--- src/rtl/dlt_pkg.sv ---
// dlt_pkg: shared types, codes and fixed-point constants of the daltonize core
// used by the core, dlt_gamma_fill and dlt_lane; depends on nothing
`timescale 1ns / 1ps
`default_nettype none

package dlt_pkg;

	localparam int CH_W  = 12;
	localparam int STR_W = 13;
	localparam int POW_W = 5 * CH_W + 1;
	localparam int GAMMA_TABLE_DEPTH = 4096;

	localparam logic [CH_W-1:0]  CH_MAX  = {CH_W{1'b1}};
	localparam logic [STR_W-1:0] STR_ONE = 13'd4096;

	// register indexes
	localparam logic REG_MODE     = 1'b0;
	localparam logic REG_STRENGTH = 1'b1;

	// mode codes
	localparam logic [2:0] MODE_NONE   = 3'd0;
	localparam logic [2:0] MODE_DEUTER = 3'd1;
	localparam logic [2:0] MODE_PROTAN = 3'd2;
	localparam logic [2:0] MODE_TRITAN = 3'd3;
	localparam logic [2:0] MODE_ACHRO  = 3'd4;

	// mix weights over 10000
	localparam logic [CH_W-1:0] K_DEU_G = 12'd1875;
	localparam logic [CH_W-1:0] K_DEU_B = 12'd1625;
	localparam logic [CH_W-1:0] K_PRO_G = 12'd3031;
	localparam logic [CH_W-1:0] K_PRO_B = 12'd875;
	localparam logic [CH_W-1:0] K_TRI   = 12'd3675;

	localparam logic [13:0] MIX_SCALE = 14'd10000;
	localparam logic [12:0] MIX_HALF  = 13'd5000;
	// floor(u / 10000) = (u * RECIP_MIX) >> 45 for u below 2^26
	localparam logic [31:0] RECIP_MIX = 32'd3518437209;
	localparam int          RECIP_MIX_SH = 45;

	// bt.601 luma over 1000
	localparam logic [9:0]  LUMA_WR   = 10'd299;
	localparam logic [9:0]  LUMA_WG   = 10'd587;
	localparam logic [9:0]  LUMA_WB   = 10'd114;
	localparam logic [9:0]  LUMA_HALF = 10'd500;
	// floor(u / 1000) = (u * RECIP_LUMA) >> 32 for u below 2^22
	localparam logic [22:0] RECIP_LUMA = 23'd4294968;
	localparam int          RECIP_LUMA_SH = 32;

	localparam logic [11:0] BLEND_HALF = 12'd2048;

	typedef struct packed {
		logic [CH_W-1:0] in_red;
		logic [CH_W-1:0] in_green;
		logic [CH_W-1:0] in_blue;
		logic [CH_W-1:0] in_alpha;
	} dlt_in_word_t;

	typedef struct packed {
		logic [CH_W-1:0] out_red;
		logic [CH_W-1:0] out_green;
		logic [CH_W-1:0] out_blue;
		logic [CH_W-1:0] out_alpha;
	} dlt_out_word_t;

	typedef struct packed {
		logic s1;
		logic s2;
		logic s3;
		logic s4;
		logic s5;
		logic s6;
	} dlt_stage_en_t;

	typedef enum logic {
		FILL_RUN,
		FILL_DONE
	} dlt_fill_state_t;

endpackage

`default_nettype wire

--- src/rtl/dlt_lane.sv ---
// dlt_lane: one color channel through mix, rounding divide, clamp and blend
// six register stages driven by shared stage enables; depends on dlt_pkg
`timescale 1ns / 1ps
`default_nettype none

module dlt_lane (
	input  wire logic                          clk,
	input  wire dlt_pkg::dlt_stage_en_t        en,
	input  wire logic [dlt_pkg::CH_W-1:0]      chan,
	input  wire logic [dlt_pkg::CH_W-1:0]      coef,
	input  wire logic signed [12:0]            diff,
	input  wire logic [dlt_pkg::CH_W-1:0]      gamma,
	input  wire logic                          achro,
	input  wire logic                          active,
	input  wire logic [dlt_pkg::STR_W-1:0]     strength,
	output logic      [dlt_pkg::CH_W-1:0]      result
);

	localparam int CW = dlt_pkg::CH_W;

	logic [CW-1:0]        c_s1, c_s2, c_s3, c_s4, c_s5;
	logic [25:0]          cp_s1;
	logic signed [25:0]   kp_s1;
	logic [25:0]          u_s2;
	logic [12:0]          q_s3;
	logic [CW-1:0]        corr_s4;
	logic signed [26:0]   mult_s5;
	logic [CW-1:0]        res_s6;

	logic signed [27:0]   v;
	logic [57:0]          qp;
	logic [CW-1:0]        sel;
	logic signed [12:0]   dsel;
	logic signed [27:0]   bsum;

	assign v    = $signed({2'b00, cp_s1}) + 28'(kp_s1);
	assign qp   = 58'(u_s2) * 58'(dlt_pkg::RECIP_MIX);
	assign sel  = achro ? gamma : corr_s4;
	assign dsel = $signed({1'b0, sel}) - $signed({1'b0, c_s4});
	assign bsum = $signed({4'b0000, c_s5, 12'b0}) + 28'(mult_s5)
		+ $signed({16'b0, dlt_pkg::BLEND_HALF});

	always_ff @(posedge clk) begin
		if (en.s1) begin
			c_s1  <= chan;
			cp_s1 <= 26'(chan) * 26'(dlt_pkg::MIX_SCALE);
			kp_s1 <= $signed({1'b0, coef}) * diff;
		end
		if (en.s2) begin
			c_s2 <= c_s1;
			u_s2 <= v[27] ? 26'd0 : v[25:0] + 26'(dlt_pkg::MIX_HALF);
		end
		if (en.s3) begin
			c_s3 <= c_s2;
			q_s3 <= qp[57:dlt_pkg::RECIP_MIX_SH];
		end
		if (en.s4) begin
			c_s4    <= c_s3;
			corr_s4 <= (q_s3 > 13'(dlt_pkg::CH_MAX)) ? dlt_pkg::CH_MAX : q_s3[CW-1:0];
		end
		if (en.s5) begin
			c_s5    <= c_s4;
			mult_s5 <= 27'(dsel * $signed({1'b0, strength}));
		end
		if (en.s6) begin
			res_s6 <= active ? bsum[23:12] : c_s5;
		end
	end

	assign result = res_s6;

endmodule

`default_nettype wire
--- config.mk ---
export PLATFORM = sky130hd
export DESIGN_NAME = dlt_lane
export DESIGN_NICKNAME = d
export VERILOG_FILES = /design/src/rtl/dlt_pkg.sv /design/src/rtl/dlt_lane.sv
export SDC_FILE = /design/constraint.sdc
export NUM_CORES = 2
export LEC_CHECK = 0
export CAP_MARGIN = 20
export CORE_MARGIN = 2
export CORE_UTILIZATION = 45
export DETAILED_ROUTE_END_ITERATION = 16
export DONT_BUFFER_PORTS = 1
export PLACE_DENSITY = 0.67
export SLEW_MARGIN = 15
export SYNTH_ARGS = -nofsm -noshare
export SYNTH_HDL_FRONTEND = slang
export SYNTH_SLANG_ARGS = --single-unit
--- constraint.sdc ---
create_clock -name clk -period 14 [get_ports clk]
set_input_delay 0 -clock clk [delete_from_list [all_inputs] [get_ports clk]]
set_output_delay 0 -clock clk [all_outputs]
set_load 0.01 [all_outputs]
==> flow_summary.yaml <==
critical_path:
  startpoint: "corr_s4[1]"
  r2r-end: "mult_s5[23]"
  required_ns: 14.18
  critPathTopFamily: "adder cells"
  endpoint_kind: "register"
  slowest_delay_ns: 0.79
  cp_slowest_cell: "xor2_1"
  r2r-start: "corr_s4[1]"
  r2r_slack_ns: 6.04
  critPathKind: "register to register"
  worst-path-stages: 27
  worstRegToRegCells: 27
  crit_end: "mult_s5[23]"
  worst-path-buf-inv: 2
  startpoint_type: "register"
  critPathArrivalTime_ns: 8.14
  crit_fanout: 13
sta:
  setup_viol: 0
  rsz0062_at_grt: "false"
  fin_setup_tns_ns: 0
  slew_headroom_pct: 26.0
  hold_viol: 0
  fin_crit_sh_pct: 56.9
  fmax_ghz: 0.126
  worst_pin_slew_ns: 1.11
  fin_worst_skew_ns: 0.0186
  min_period_ns: 7.96
  setup_ws_ns: 6.04
  timing.final.max_slew_violations: 0
floorplanning:
  die_h_um: 280
  rows: 101
  die_area_sq_um: 78400
  dieWidth_um: 280
  ios: 83
  start_util_pct: 45.3
  core_sq_um: 75700
global_route:
  use_met1_pct: 27.8
  met3_usage_pct: 4.16
  grt_start_max_net_pins: 57
  grt_pass1_vias: 23200
  met2_usage_pct: 32.4
  grt_remaining_overflow: 0
  grt_usage_pct: 20.0
  top_usage_layer: "met2"
  antenna_found_initial: 3
  grt_pass1_wl_mm: 123
clock_tree:
  worst_skew_pair.late_latency_ns: 0.44
  root_buffer: "clkbuf_16"
  cts_max_path_buffers: 2
  cts_setup_buffers: 0
  cts_buffers: 17
  cts.sinks: 180
  path_clk_slew_ns: 0.07
  htreeDepth: 4
  tritoncts: "yes"
yosys:
  synth_seq_cells: 180
  yosysTopAreaCellShare_pct: 35.1
  yosysUniqueCellTypes: 80
  synth.area.top_cells: "fa_1 35%, ha_1 20%, edfxtp_1 16%, inv_1 9.7%, nand2_1 2.5%"
  syn_inst: 3322
  avgSynthCellArea_sq_um: 10.3
  syn-num-nets: 4555
  synth-async-reset-ratio_pct: 0
  synth.most_common_cell: "inv_1"
  synthFlopType: "edfxtp_1"
  yosys_warnings: 0
  synth-edff-count: 180
  netlist_top_cells_count: "883 x inv_1, 602 x fa_1, 560 x ha_1, 225 x nand2_1, 180 x edfxtp_1"
  synth_area_leader_cell: "fa_1"
  ys_seq_area_share_pct: 15.8
  synth_area_sq_um: 34300
placement:
  dp_cells: 4245
  routabilityCongestion: 0.991
  pre_cts_ws_ns: 6.15
  hpwlAfterDp_mm: 65.1
  portBuffers: 0
cells_and_area:
  stdcell_count: 4307
  post_route_cells_drive_above_1_share_pct: 3.55
  area_growth_pct: 5.79
  nNetsFinal: 4548
  fillers: 6939
drt:
  drtAntennaViolNets: 0
  vias: 22000
  firstDrtPassIters: 5
  drt_wl_total_mm: 75.0
  wl_per_cell_um: 17.4
  viasPerCell: 5.10
  drtIter0Drc: 1232
  drcViolationCount: 0
status:
  outcome: "completed"
worst_hold_path:
  holdCritPathClass: "input pin to register"
job:
  maxCapViolCount: 0
[area by class of cell]
type                       instances  area, sq um  area share (%)
timing repair buffer              35          375            1.03
inverter                         883         3310            9.14
antenna                            1         2.50         0.00690
clock inverter                    14          160           0.441
tap                              978         1220            3.37
sequential                       180         5410            14.9
multi-input combinational       2198        25400            69.9
clock buffer                      18          429            1.18
[kinds of logic after synthesis]
family,synth area share (%)
XOR/XNOR,3.06
AND/OR/NAND/NOR,9.27
multiplexers,0.741
AO/OA/AOI/OAI,5.25
flip-flops,15.8
adder cells (fa/ha/maj),55.6
buffers and inverters,10.3
[registers in the layout, indices dropped and copies added, names as in the netlist]
name and cells:
c_s1 12, result 12, c_s3 12, mult_s5 13, u_s2 26, corr_s4 12
q_s3 13, c_s5 12, cp_s1 18, kp_s1 26, c_s4 12, c_s2 12
[repair_timing]
action / CTS / global route
resized for setup: 0 / 0
hold buffers: 28 / 0
hold endpoints to repair: 210 / 0
[routing by layer]
layer	vias to the layer above	part of all wire (%)
li1	10300	-
met1	11000	45
met2	565	47
met3	80	6.5
met4	2	2.0
met5	-	0.012
[cells in the final DEF (no fill, tap or decap), types with 6 or more instances in the layout]
cell           netlist  routed
a21oi_1             76      76
nor2_1              94      94
a211oi_1             7       7
a21o_1              27      27
nand3_1             25      25
o31ai_1              6       6
nand2_1            225     225
xor2_1              26      26
fa_1               602     602
dlygate4sd3_1        0      23
nor3_1              32      32
o21ai_0             40      40
o211a_1              6       6
and2_1             118     118
and3_1              12      12
mux2_2              19      19
or3_1               10      10
ha_1               560     560
a211o_1              8       8
edfxtp_1           180     180
o21bai_1            14      14
nor2b_1             31      31
clkbuf_16            0      17
a31oi_1             12      12
o21a_1              14      14
inv_1              883     883
or2_2               24      24
xnor2_1             82      80
nand4_1              7       7
nand2b_1            27      27
buf_4                0       6
[worst min-delay path: stages]
cell and delay (ns):
ha_1 0.10, ha_1 0.13, ha_1 0.13
[worst min-delay path by stage]
stage / startpoint / end / cells past startpoint
5_1_grt: active / result[11] / 3
2_1_floorplan: chan[0] / c_s1[0] / 0
6_report: chan[1] / cp_s1[9] / 3
3_3_place_gp: chan[8] / c_s1[8] / 0
4_1_cts: chan[1] / cp_s1[9] / 3
3_5_place_dp: chan[9] / c_s1[9] / 0
[metrics by stage]
step / util [%] / cell area [sq um] / hold WS (ns)
after global routing: 47.9 / 36300 / 0.0357
final: 47.9 / 36300 / 0.0477
after floorplan: - / 34300 / 0.0989
after global placement: 46.7 / 35300 / 0.100
after detailed placement: 46.7 / 35300 / 0.100
after CTS: 47.9 / 36200 / 0.0196
Power is left out: the tool's default activity adds up to more than one toggle a clock period on the data nets, which glitch-free logic cannot reach.
