$ cat src/rtl/dlt_pkg.sv
// dlt_pkg: shared types, codes and fixed-point constants of the daltonize core
// used by the core, dlt_gamma_fill and dlt_lane; depends on nothing
`timescale 1ns / 1ps
`default_nettype none

package dlt_pkg;

	localparam int CH_W  = 12;
	localparam int STR_W = 13;
	localparam int POW_W = 5 * CH_W + 1;
	localparam int GAMMA_TABLE_DEPTH = 4096;

	localparam logic [CH_W-1:0]  CH_MAX  = {CH_W{1'b1}};
	localparam logic [STR_W-1:0] STR_ONE = 13'd4096;

	// register indexes
	localparam logic REG_MODE     = 1'b0;
	localparam logic REG_STRENGTH = 1'b1;

	// mode codes
	localparam logic [2:0] MODE_NONE   = 3'd0;
	localparam logic [2:0] MODE_DEUTER = 3'd1;
	localparam logic [2:0] MODE_PROTAN = 3'd2;
	localparam logic [2:0] MODE_TRITAN = 3'd3;
	localparam logic [2:0] MODE_ACHRO  = 3'd4;

	// mix weights over 10000
	localparam logic [CH_W-1:0] K_DEU_G = 12'd1875;
	localparam logic [CH_W-1:0] K_DEU_B = 12'd1625;
	localparam logic [CH_W-1:0] K_PRO_G = 12'd3031;
	localparam logic [CH_W-1:0] K_PRO_B = 12'd875;
	localparam logic [CH_W-1:0] K_TRI   = 12'd3675;

	localparam logic [13:0] MIX_SCALE = 14'd10000;
	localparam logic [12:0] MIX_HALF  = 13'd5000;
	// floor(u / 10000) = (u * RECIP_MIX) >> 45 for u below 2^26
	localparam logic [31:0] RECIP_MIX = 32'd3518437209;
	localparam int          RECIP_MIX_SH = 45;

	// bt.601 luma over 1000
	localparam logic [9:0]  LUMA_WR   = 10'd299;
	localparam logic [9:0]  LUMA_WG   = 10'd587;
	localparam logic [9:0]  LUMA_WB   = 10'd114;
	localparam logic [9:0]  LUMA_HALF = 10'd500;
	// floor(u / 1000) = (u * RECIP_LUMA) >> 32 for u below 2^22
	localparam logic [22:0] RECIP_LUMA = 23'd4294968;
	localparam int          RECIP_LUMA_SH = 32;

	localparam logic [11:0] BLEND_HALF = 12'd2048;

	typedef struct packed {
		logic [CH_W-1:0] in_red;
		logic [CH_W-1:0] in_green;
		logic [CH_W-1:0] in_blue;
		logic [CH_W-1:0] in_alpha;
	} dlt_in_word_t;

	typedef struct packed {
		logic [CH_W-1:0] out_red;
		logic [CH_W-1:0] out_green;
		logic [CH_W-1:0] out_blue;
		logic [CH_W-1:0] out_alpha;
	} dlt_out_word_t;

	typedef struct packed {
		logic s1;
		logic s2;
		logic s3;
		logic s4;
		logic s5;
		logic s6;
	} dlt_stage_en_t;

	typedef enum logic {
		FILL_RUN,
		FILL_DONE
	} dlt_fill_state_t;

endpackage

`default_nettype wire

$ cat src/rtl/dlt_gamma_fill.sv
// dlt_gamma_fill: fills the gamma ram after reset with floor(2^2.4 * x^0.8) entries
// steps y^5 and x^4 by forward differences; depends on dlt_pkg
`timescale 1ns / 1ps
`default_nettype none

module dlt_gamma_fill #(
	parameter int DEPTH = dlt_pkg::GAMMA_TABLE_DEPTH
) (
	input  wire logic                         clk,
	input  wire logic                         arst_n,
	output logic                              busy,
	output logic                              wr_en,
	output logic [$clog2(DEPTH)-1:0]          wr_addr,
	output logic [dlt_pkg::CH_W-1:0]          wr_data
);

	localparam int AW  = $clog2(DEPTH);
	localparam int CW  = dlt_pkg::CH_W;
	localparam int PW  = dlt_pkg::POW_W;
	localparam int XSH = (AW <= CW) ? CW - AW : 0;
	localparam int RSH = (AW > CW) ? AW - CW : 0;
	localparam logic [AW-1:0] REP_MASK = AW'((1 << RSH) - 1);

	// differences of (y+1)^5 at y = 0
	localparam logic [PW-1:0] N0_INIT = PW'(1);
	localparam logic [PW-1:0] N1_INIT = PW'(31);
	localparam logic [PW-1:0] N2_INIT = PW'(180);
	localparam logic [PW-1:0] N3_INIT = PW'(390);
	localparam logic [PW-1:0] N4_INIT = PW'(360);
	localparam logic [PW-1:0] N5      = PW'(120);

	// differences of x^4 at x = 0 for a step of 2^XSH
	localparam logic [PW-1:0] T1_INIT = PW'(1)  << (4 * XSH);
	localparam logic [PW-1:0] T2_INIT = PW'(14) << (4 * XSH);
	localparam logic [PW-1:0] T3_INIT = PW'(36) << (4 * XSH);
	localparam logic [PW-1:0] T4      = PW'(24) << (4 * XSH);

	dlt_pkg::dlt_fill_state_t state_q, state_nx;

	logic [AW-1:0] idx_q;
	logic [CW-1:0] y_q;
	logic [PW-1:0] n0_q, n1_q, n2_q, n3_q, n4_q;
	logic [PW-1:0] t0_q, t1_q, t2_q, t3_q;
	logic [PW-1:0] target;
	logic          run;
	logic          can_inc;
	logic          x_adv;
	logic [AW-1:0] idx_nx;

	assign target  = t0_q << CW;
	assign run     = (state_q == dlt_pkg::FILL_RUN);
	assign can_inc = (y_q != dlt_pkg::CH_MAX) && (n0_q <= target);
	assign idx_nx  = idx_q + AW'(1);
	assign x_adv   = ((idx_nx & REP_MASK) == '0);

	always_comb begin
		state_nx = state_q;
		unique case (state_q)
			dlt_pkg::FILL_RUN: begin
				if (!can_inc && (&idx_q)) begin
					state_nx = dlt_pkg::FILL_DONE;
				end
			end
			dlt_pkg::FILL_DONE: begin
				state_nx = dlt_pkg::FILL_DONE;
			end
			default: begin
				state_nx = dlt_pkg::FILL_RUN;
			end
		endcase
	end

	always_comb begin
		busy    = run;
		wr_en   = run && !can_inc;
		wr_addr = idx_q;
		wr_data = y_q;
	end

	always_ff @(posedge clk or negedge arst_n) begin
		if (!arst_n) begin
			state_q <= dlt_pkg::FILL_RUN;
			idx_q   <= '0;
			y_q     <= '0;
			n0_q    <= N0_INIT;
			n1_q    <= N1_INIT;
			n2_q    <= N2_INIT;
			n3_q    <= N3_INIT;
			n4_q    <= N4_INIT;
			t0_q    <= '0;
			t1_q    <= T1_INIT;
			t2_q    <= T2_INIT;
			t3_q    <= T3_INIT;
		end else begin
			state_q <= state_nx;
			if (run && can_inc) begin
				y_q  <= y_q + CW'(1);
				n0_q <= n0_q + n1_q;
				n1_q <= n1_q + n2_q;
				n2_q <= n2_q + n3_q;
				n3_q <= n3_q + n4_q;
				n4_q <= n4_q + N5;
			end
			if (wr_en) begin
				idx_q <= idx_nx;
				if (x_adv) begin
					t0_q <= t0_q + t1_q;
					t1_q <= t1_q + t2_q;
					t2_q <= t2_q + t3_q;
					t3_q <= t3_q + T4;
				end
			end
		end
	end

endmodule

`default_nettype wire

$ cat config.mk
export PLATFORM = sky130hd
export DESIGN_NAME = dlt_gamma_fill
export DESIGN_NICKNAME = d
export VERILOG_FILES = /design/src/rtl/dlt_pkg.sv /design/src/rtl/dlt_gamma_fill.sv
export SDC_FILE = /design/constraint.sdc
export NUM_CORES = 2
export LEC_CHECK = 0
export BUFFER_PORTS_ARGS = -buffer_cell sky130_fd_sc_hd__buf_4
export CAP_MARGIN = 40
export CORE_AREA = 5 5 267 269
export DETAILED_ROUTE_END_ITERATION = 8
export DIE_AREA = 0 0 272 274
export PLACE_DENSITY_LB_ADDON = 0.25
export SLEW_MARGIN = 5
export SYNTH_ARGS = -nofsm -noshare
export SYNTH_HDL_FRONTEND = slang
export SYNTH_SLANG_ARGS = --single-unit
$ cat constraint.sdc
create_clock -name clk -period 4.3 [get_ports clk]
set_input_delay 0.86 -clock clk [delete_from_list [all_inputs] [get_ports clk]]
set_output_delay 0.86 -clock clk [all_outputs]
set_load 0.03 [all_outputs]
==> flow_summary.ini <==
[sta]
finalSetupViolations = 0
final_max_slew_viol_count = 0
rsz0062_at_grt = no
worst_pin_slew_ps = 893.3
clock_skew_ps = 30.93
timing.final.crit_share_pct = 96.61
fin_ws_ps = 145.9
fmax_mhz = 240.7
timing_hold_violations_final = 0
final.setup.tns_ps = 0
period_minus_slack_ps = 4154
relSlewSlack_pct = 39.81

[yosys]
ys.flop_type = dfrtp_1
netlist_area_um2 = 40710
postSynthCellCount = 4839
ys_seq_area_share_pct = 31.53
ys_seq_elements = 512
synth_edf_count = 0
synth_area_per_cell_um2 = 8.413
ys_types = 91
ys_async_sr_fraction_pct = 100.0
syn_nets = 5271
yosysWarnings = 0

[global_route]
use_met2_pct = 42.06
grt_start_max_net_pins = 159
grt_pass1_vias = 32990
grtUsageTotal_pct = 25.08
met3_usage_pct = 2.441
grt_pass1_wl_mm = 160.2
antenna_found_initial = 0
overflow = 0
top_usage_layer = met2
gr-usage-met1_pct = 34.66

[setup_path]
path_class = flop to output port
cp.buffers_inverters = 3
ff2ff_setup_slack_ps = 290
crit_path_max_incr_delay_ps = 380
path_cells = inv_1, ha_1, nand4_1, nor3_1, a211oi_1, o31ai_1, a32o_1, nor3_2, or2_4, clkinv_2, buf_4
worstPathMaxFanout = 3
cp-end-kind = output port
worstPathRequired_ps = 3440
arrival_ps = 3290
r2r_cells = 13
startpoint_type = flop
timing.rr.start = n3_q[3]
critical-path-slowest-cell = dfrtp_1
crit_family = simple AND/OR/NAND/NOR gates
r2r-end = n3_q[57]

[clock_network]
clk_latency_ps = 640
cts.clk_slew.worst_paths_ps = 60
cts_tree = yes
cts_buffer_depth = 3
cts_sinks = 512
cts-htree-levels = 2
cts-root-buf = clkbuf_16
ctsHoldBuffers = 0
cts_buffers = 60

[layout]
final_cell_mix = 615 x nand2_1, 544 x o21ai_0, 494 x dfrtp_1
stdcell_count = 5707
layout_commonest_cell = nand2_1
diodes = 0
area_growth_pct = 7.791
layout-drive-gt1-share_pct = 5.472
nNetsFinal = 5207

[placement]
port_buffers = 27
gp_congestion = 0.9492
pre_cts_ws_ps = 167.5
dp_cells = 5594
dp_hpwl_mm = 72.29

[drt]
drt-initial-drc-count = 2224
drt_pass1_iterations = 7
wl_per_cell_um = 16.54
ant_nets = 0
vias = 34010
viasPerCell = 5.959
wl_mm = 94.37
drc = 0

[floorplanning]
core_um2 = 68350
dieArea_um2 = 74530
fp.dieW_um = 272
num_io_pins = 28
core.rowCount = 96
start_util_pct = 59.56
fp.dieH_um = 274

[min_path]
min_path_type = primary input to async pin

[power]
leakage_nw = 20.70
p_total_mw = 10.20
p_per_area_nw_per_um2 = 232.4
vdd_ir_drop_max_v = 0.0003499

[flow_run]
cap_viol_max_count = 0

[outcome]
outcome = finished clean
## worst max-delay path by stage
stage	to	depth (start not counted)	slack (ps)	start
final	wr_en	11	150	t0_q[8]
after global routing	wr_en	11	5	t0_q[8]
after CTS	wr_en	12	50	t0_q[42]
after detailed placement	n3_q[57]	13	170	n3_q[3]
after global placement	n3_q[51]	13	230	n3_q[3]
after floorplan	wr_en	13	430	n0_q[52]
## logic make-up after synthesis
kind of cell	share of synthesized area [%]
flip-flops	31.53
AO/OA/AOI/OAI	24.15
adder cells (fa/ha/maj)	13.33
XOR/XNOR	10.24
AND/OR/NAND/NOR	16.63
multiplexers	0.5625
other	0.009212
buffers and inverters	3.556
## through the flow
step | area (um^2) | utilization [%] | hold slack (ps)
2_1_floorplan | 40710 | - | 446.5
3_3_place_gp | 41770 | 61.12 | 466.9
3_5_place_dp | 41770 | 61.12 | 467.2
4_1_cts | 43840 | 64.15 | 324.6
5_1_grt | 43880 | 64.20 | 351.2
6_report | 43880 | 64.20 | 292.2
## worst register-to-register path, cell delays in order, from the launching register on
cell and delay [ps]:
dfrtp_1 400, ha_1 250, fa_1 450, a211oi_1 330
o211ai_1 200, a221oi_2 370, o31a_2 230, a31oi_2 160
a311oi_1 430, o21ai_1 220, a41oi_2 270, o311ai_1 150
xor2_1 150, mux2_2 270
## metal layers
metal	part of all wire, %	routed length (um)
met1	48	44970
met2	46	43120
met3	3.6	3428
met4	3.0	2850
met5	0	0
## flip-flops by register name, indices dropped and copies added, names as in the netlist
register	flops
t2_q	47
wr_data	12
state_q	1
n0_q	61
n1_q	60
n2_q	60
t0_q	49
wr_addr	12
n3_q	58
t3_q	46
n4_q	58
t1_q	48
## report_power, final
part	switching, mW	leakage (nW)	total [mW]	internal [mW]
clock network	2.06	1.02	5.26	3.20
logic	0.0985	13.0	0.120	0.0213
registers	0.00127	6.69	4.82	4.82
## timing repair
action,in CTS,in global routing
resized for setup,1,6
setup buffers,1,0
endpoints found under the setup margin,1,6
pin swaps,1,2
## final cells by class
cell class	count	area, um^2
multi-input combinational	3950	26490
timing repair buffer	78	743.2
inverter	173	650.6
sequential	512	12830
tap	882	1104
clock buffer	93	1827
fill	5823	24460
clock inverter	19	232.7
## Yosys cell counts (all sizes together) (12+ instances only)
cell type	n	area share, %
nand2	616	5.7
o21ai	553	6.8
dfrtp	494	30
ha	424	13
a21oi	402	4.9
xnor2	297	6.4
a21o	230	4.3
nor2	204	1.9
xor2	179	3.9
clkbuf	175	1.6
inv	173	1.6
nand4	128	2.0
nand3	123	1.5
nor3	66	0.89
o21bai	59	1.1
a31oi	54	0.85
nor2b	51	0.80
and3	46	0.71
nand2b	45	0.69
o31ai	42	0.79
and2	37	0.57
o21a	37	0.68
a211oi	31	0.57
buf	29	0.35
and4	27	0.58
a21boi	24	0.44
nor4	19	0.29
dfstp	18	1.2
or3	18	0.28
a221oi	16	0.39
o211ai	16	0.30
mux2	15	0.41
a211o	13	0.28
or2	13	0.20
o31a	12	0.26
Power figures use the tool's default switching activity.
